`src/hdl/sbd_ram.sv`:
```
// generic ram: one write port, several registered read ports
`default_nettype none

module sbd_ram #(
    parameter int WIDTH    = 17,
    parameter int DEPTH    = 64,
    parameter int RD_PORTS = 1
) (
    input  wire logic                                                  i_clk,
    input  wire logic                                                  i_we,
    input  wire logic [((DEPTH > 1) ? $clog2(DEPTH) : 1)-1:0]          i_wr_addr,
    input  wire logic [WIDTH-1:0]                                      i_wr_data,
    input  wire logic                                                  i_rd_en,
    input  wire logic [RD_PORTS-1:0][((DEPTH > 1) ? $clog2(DEPTH) : 1)-1:0] i_rd_addr,
    output logic      [RD_PORTS-1:0][WIDTH-1:0]                        o_rd_data
);

    logic [WIDTH-1:0] r_mem [DEPTH];

    always_ff @(posedge i_clk) begin
        if (i_we) begin
            r_mem[i_wr_addr] <= i_wr_data;
        end
    end

    for (genvar p = 0; p < RD_PORTS; p++) begin : g_rd
        always_ff @(posedge i_clk) begin
            if (i_rd_en) begin
                o_rd_data[p] <= r_mem[i_rd_addr[p]];
            end
        end
    end

endmodule

`default_nettype wire

```
`config.mk`:
```
export PLATFORM = sky130hd
export DESIGN_NAME = sbd_ram
export DESIGN_NICKNAME = d
export VERILOG_FILES = /design/src/hdl/sbd_ram.sv
export SDC_FILE = /design/constraint.sdc
export NUM_CORES = 1
export LEC_CHECK = 0
export ABC_AREA = 1
export BUFFER_PORTS_ARGS = -buffer_cell sky130_fd_sc_hd__buf_4
export CAP_MARGIN = 10
export CORE_ASPECT_RATIO = 1.75
export CORE_MARGIN = 2
export CORE_UTILIZATION = 40
export DETAILED_ROUTE_END_ITERATION = 8
export PLACE_DENSITY = 0.65
export SYNTH_ARGS = -nofsm -noshare
export SYNTH_HDL_FRONTEND = slang
export SYNTH_SLANG_ARGS = --single-unit
```
`constraint.sdc`:
```
create_clock -name i_clk -period 4.6 [get_ports i_clk]
set_clock_uncertainty 0.2 [all_clocks]
set_input_delay 0.92 -clock i_clk [delete_from_list [all_inputs] [get_ports i_clk]]
set_output_delay 0.92 -clock i_clk [all_outputs]
set_load 0.03 [all_outputs]
```
# Word level (Yosys, flattened, before mapping)
# Memory sizes are Yosys's and may differ from the RTL's. A register that Yosys moved wholly into a read port is not among the register bits.
# Cells that the tools add are included.
# totals
elab_cells	3
ramBits	1088
reg_bits	0
mem_count	1
# classes
mux	2
# mem_list
memory	words	word_bits	read_ports	rd_clocked_by_memory_dff	wr	line_no	text
r_mem	64	17	1	1	1	18	logic [WIDTH-1:0] r_mem [DEPTH];
# ops
op	count
1-bit 2-to-1 mux	2

# Logic depth before layout (Yosys ltp)
# logic_depth
depth_word	2
depth_mapped	13
mapped_depth_nobuf	9

# Worst setup path before layout
# Ideal clock, no wire load.
# synth_path
path_type	input to register
from	in i_we
to	mem r_mem[48][0], enable pin
arrival_time_ps	3138
path_stages	3
required_ps	3965
path_slack_ps	827
cell_sequence	clkbuf_1 > nand4_1 > nor4_1
# synth_via
elab_chain_cells	2
# synth_rtl
element	line_no	text
start: declaration	10	input wire logic i_we,
1-bit 2-to-1 mux	21	if (i_we) begin
1-bit 2-to-1 mux (not written as such)	22	r_mem[i_wr_addr] <= i_wr_data;
end: declaration	18	
# Every way passes these cells.

==> flow_metrics.env <==
export IMPL_run_status="completed"
export IMPL_avgViaCountPerCell=5.471
export IMPL_route_vias_total=28820
export IMPL_dp_cells=5115
export IMPL_synth_top_cell_by_area="sky130_fd_sc_hd__edfxtp_1"
export IMPL_root_buffer="sky130_fd_sc_hd__clkbuf_16"
export IMPL_cts_buffers=89
export IMPL_clk_path_buf_depth=3
export IMPL_drt_first_pass_iters=6
export IMPL_fillerInstances=10040
export IMPL_min_period_over_period_pct=63.69
export IMPL_number_of_distinct_library_cells_after_synthesis=16
export IMPL_timing_final_crit_period_ps=2930
export IMPL_hp_class="input pin to register"
export IMPL_ir_drop_mv=0.2944
export IMPL_postSynthNetCount=3763
export IMPL_number_of_antenna_violations_at_the_first_check_in_global_routing=4
export IMPL_remaining_drc_errors=0
export IMPL_detail_route_wirelength_mm=123.4
export IMPL_initial_core_util_pct=40.17
export IMPL_dp_hpwl_mm=70.23
export IMPL_cp_end_kind="register"
export IMPL_worstPathArrival_ps=3170
export IMPL_synth_area_sq_mm=0.04462
export IMPL_critPathMaxStageDelay_ps=770
export IMPL_htreeDepth=3
export IMPL_finalMaxSlewViolations=0
export IMPL_routedWlPerCell_um=23.42
export IMPL_die_height_um=445.8
export IMPL_final_worst_hold_slack_ps=455.0
export IMPL_synthesis_yosys_warnings=0
export IMPL_critPathBufInv=2
export IMPL_pre_cts_ws_ps=997.7
export IMPL_crit_path_max_fanout=60
export IMPL_pin_count=49
export IMPL_grt_pass1_wl_mm=180.9
export IMPL_fmax_mhz=341.3
export IMPL_synth_edff_count=1105
export IMPL_cts_tree="built"
export IMPL_num_nets_final=3762
export IMPL_area_delta_synth_final_pct=10.49
export IMPL_via_count_of_the_first_global_routing_pass=27510
export IMPL_most_common_cell_type_on_the_critical_path="sky130_fd_sc_hd__nand3_1"
export IMPL_ctsHoldBuffers=0
export IMPL_finalNonFillerCells=5268
export IMPL_timing_critical_path_cells="buf_8 -> buf_4 -> nand3_1 -> nand3_1 -> nand2_1 -> nand2_1 -> nand3_1 -> nand3_1 -> nand2_1"
export IMPL_cpLargestDelayFamily="buffers and inverters"
export IMPL_synth_instances=3731
export IMPL_maxCapViolations=0
export IMPL_largest_net_degree_at_the_start_of_global_routing=153
export IMPL_path_depth=9
export IMPL_timing_worst_setup_path_type="input pin to register"
export IMPL_worst_hold_path_num_cells=1
export IMPL_drive_gt1_share_pct=7.808
export IMPL_placedInstanceArea_sq_mm=0.04659
export IMPL_cts_num_sinks=1105
export IMPL_cp_required_ps=4840
export IMPL_synth_largest_type_area_fraction_pct=74.37
export IMPL_drt_initial_drc_count=3389
export IMPL_path_clk_slew_ps=70
export IMPL_grt_setup_unrepaired="false"
export IMPL_die_area_sq_mm=0.1143
export IMPL_port_buffers=48
export IMPL_synth_avg_cell_area_sq_um=11.96
export IMPL_synthTopCellsByArea="sky130_fd_sc_hd__edfxtp_1 (74%), sky130_fd_sc_hd__nand2_1 (12%), sky130_fd_sc_hd__nand3_1 (10%)"
export IMPL_critPathSlowestCell="sky130_fd_sc_hd__buf_4"
export IMPL_area_inside_the_core_boundary_sq_mm=0.1111
export IMPL_tns_ps=0
export IMPL_stdcell_area_sq_mm=0.04930
export IMPL_register_area_share_after_synthesis_pct=74.37
export IMPL_timing_hold_violations_final=0
export IMPL_drtAntennaViolNets=0
export IMPL_final_setup_worst_slack_ps=1670
export IMPL_gp_congestion=0.8770
export IMPL_slew_limit_headroom_pct=24.35
export IMPL_worst_pin_slew_ps=1128
export IMPL_final_number_of_setup_violating_endpoints=0
export IMPL_cellLeakagePower_uw=0.01743
export IMPL_ff2ff_path_depth=8
export IMPL_number_of_register_bits_inferred_by_synthesis=1105
export IMPL_power_density_mw_per_mm2=405.0
export IMPL_post_cts_repair_timing_setup_buffer_count=0
export IMPL_gr_usage_all_layers_pct=21.31
export IMPL_cts_repair_resize_count=0
export IMPL_critical_path_startpoint_type="input pin"
export IMPL_global_route_overflow_total=0
export IMPL_clock_insertion_delay_worst_skew_ps=690
export IMPL_postSynth_asyncResetShare_pct=0
export IMPL_top_reg_cell_synth="sky130_fd_sc_hd__edfxtp_1"
export IMPL_floorplan_rows=162
export IMPL_die_w_um=256.5
## synthesized netlist by cell type (2+ instances only)
| cell | instances |
|---|---|
| sky130_fd_sc_hd__clkinv_1 | 2 |
| sky130_fd_sc_hd__buf_4 | 2 |
| sky130_fd_sc_hd__buf_1 | 21 |
| sky130_fd_sc_hd__nand2_1 | 1377 |
| sky130_fd_sc_hd__inv_2 | 2 |
| sky130_fd_sc_hd__inv_1 | 7 |
| sky130_fd_sc_hd__nor4_1 | 8 |
| sky130_fd_sc_hd__clkbuf_1 | 56 |
| sky130_fd_sc_hd__edfxtp_1 | 1105 |
| sky130_fd_sc_hd__nand4_1 | 9 |
| sky130_fd_sc_hd__buf_6 | 25 |
| sky130_fd_sc_hd__nor2_1 | 56 |
| sky130_fd_sc_hd__buf_2 | 134 |
| sky130_fd_sc_hd__nand3_1 | 925 |
## placed cells by master, fill, tap and decap left out
cell type / netlist / final
sky130_fd_sc_hd__bufinv_16: 0 / 7
sky130_fd_sc_hd__buf_4: 2 / 131
sky130_fd_sc_hd__edfxtp_1: 1105 / 1105
sky130_fd_sc_hd__nor2_2: 0 / 16
sky130_fd_sc_hd__nor2_1: 56 / 40
sky130_fd_sc_hd__diode_2: 0 / 1
sky130_fd_sc_hd__nand3_1: 925 / 925
sky130_fd_sc_hd__clkinv_2: 0 / 18
sky130_fd_sc_hd__clkinv_1: 2 / 23
sky130_fd_sc_hd__inv_2: 2 / 1
sky130_fd_sc_hd__buf_12: 0 / 13
sky130_fd_sc_hd__nor4_2: 0 / 8
sky130_fd_sc_hd__inv_8: 0 / 2
sky130_fd_sc_hd__clkinvlp_4: 0 / 2
sky130_fd_sc_hd__clkbuf_16: 0 / 89
sky130_fd_sc_hd__nand2_1: 1377 / 1377
sky130_fd_sc_hd__buf_6: 25 / 1
sky130_fd_sc_hd__inv_16: 0 / 1
sky130_fd_sc_hd__inv_1: 7 / 6
sky130_fd_sc_hd__inv_6: 0 / 4
sky130_fd_sc_hd__inv_4: 1 / 1
sky130_fd_sc_hd__nand4_1: 9 / 9
sky130_fd_sc_hd__clkbuf_1: 56 / 10
sky130_fd_sc_hd__buf_8: 1 / 2
## area by class of cell
class,instances,area (sq um),area share [%]
flip-flops and latches,1105,33180,67.31
multi-input cells,2375,10200,20.70
clock buffers,99,2265,4.594
well taps,1476,1847,3.746
repair buffers,147,1285,2.607
clock inverters,53,440.4,0.8934
inverters,12,71.32,0.1447
diodes,1,2.502,0.005076
## metal layers
metal	vias to the layer above	track usage, %	routed length [um]
met5	-	0	13
met4	2	13.22	8342
met1	14290	24.46	44190
met2	1126	37.73	63470
li1	13110	-	-
met3	298	2.766	7360
## state kept, by name, indices dropped and copies added, names as in the netlist
register / count
o_rd_data: 17
r_mem: 1088
## logic make-up (layout without fill, tap and decap cells)
kind of cell / after synthesis / after routing / share of synthesized area [%]
simple gates: 2375 / 2375 / 22.67
flops: 1105 / 1105 / 74.37
buf+inv: 251 / 311 / 2.956
other cells: 0 / 1 / 0
## where the power goes
group	internal (uW)	switching, uW	total [uW]
Sequential	11200	36.3	11200
Combinational	310	1050	1360
Clock	3930	3480	7410
## metrics by stage
step	utilization (%)	power (uW)
2_1_floorplan	-	12140
3_3_place_gp	41.94	12760
3_5_place_dp	41.94	12780
4_1_cts	44.38	20050
5_1_grt	44.38	20470
6_report	44.38	19960
## final timing paths
path | startpoint | endpoint | slack [ps]
hold / removal | i_rd_en | o_rd_data[7]$_DFFE_PP_ | 460
setup / recovery | i_rd_addr[1] | o_rd_data[10]$_DFFE_PP_ | 1670
hold reg to reg | r_mem[60][15]$_DFFE_PP_ | o_rd_data[15]$_DFFE_PP_ | 730
setup reg to reg | r_mem[5][13]$_DFFE_PP_ | o_rd_data[13]$_DFFE_PP_ | 2750
(Power assumes the default switching activity.)
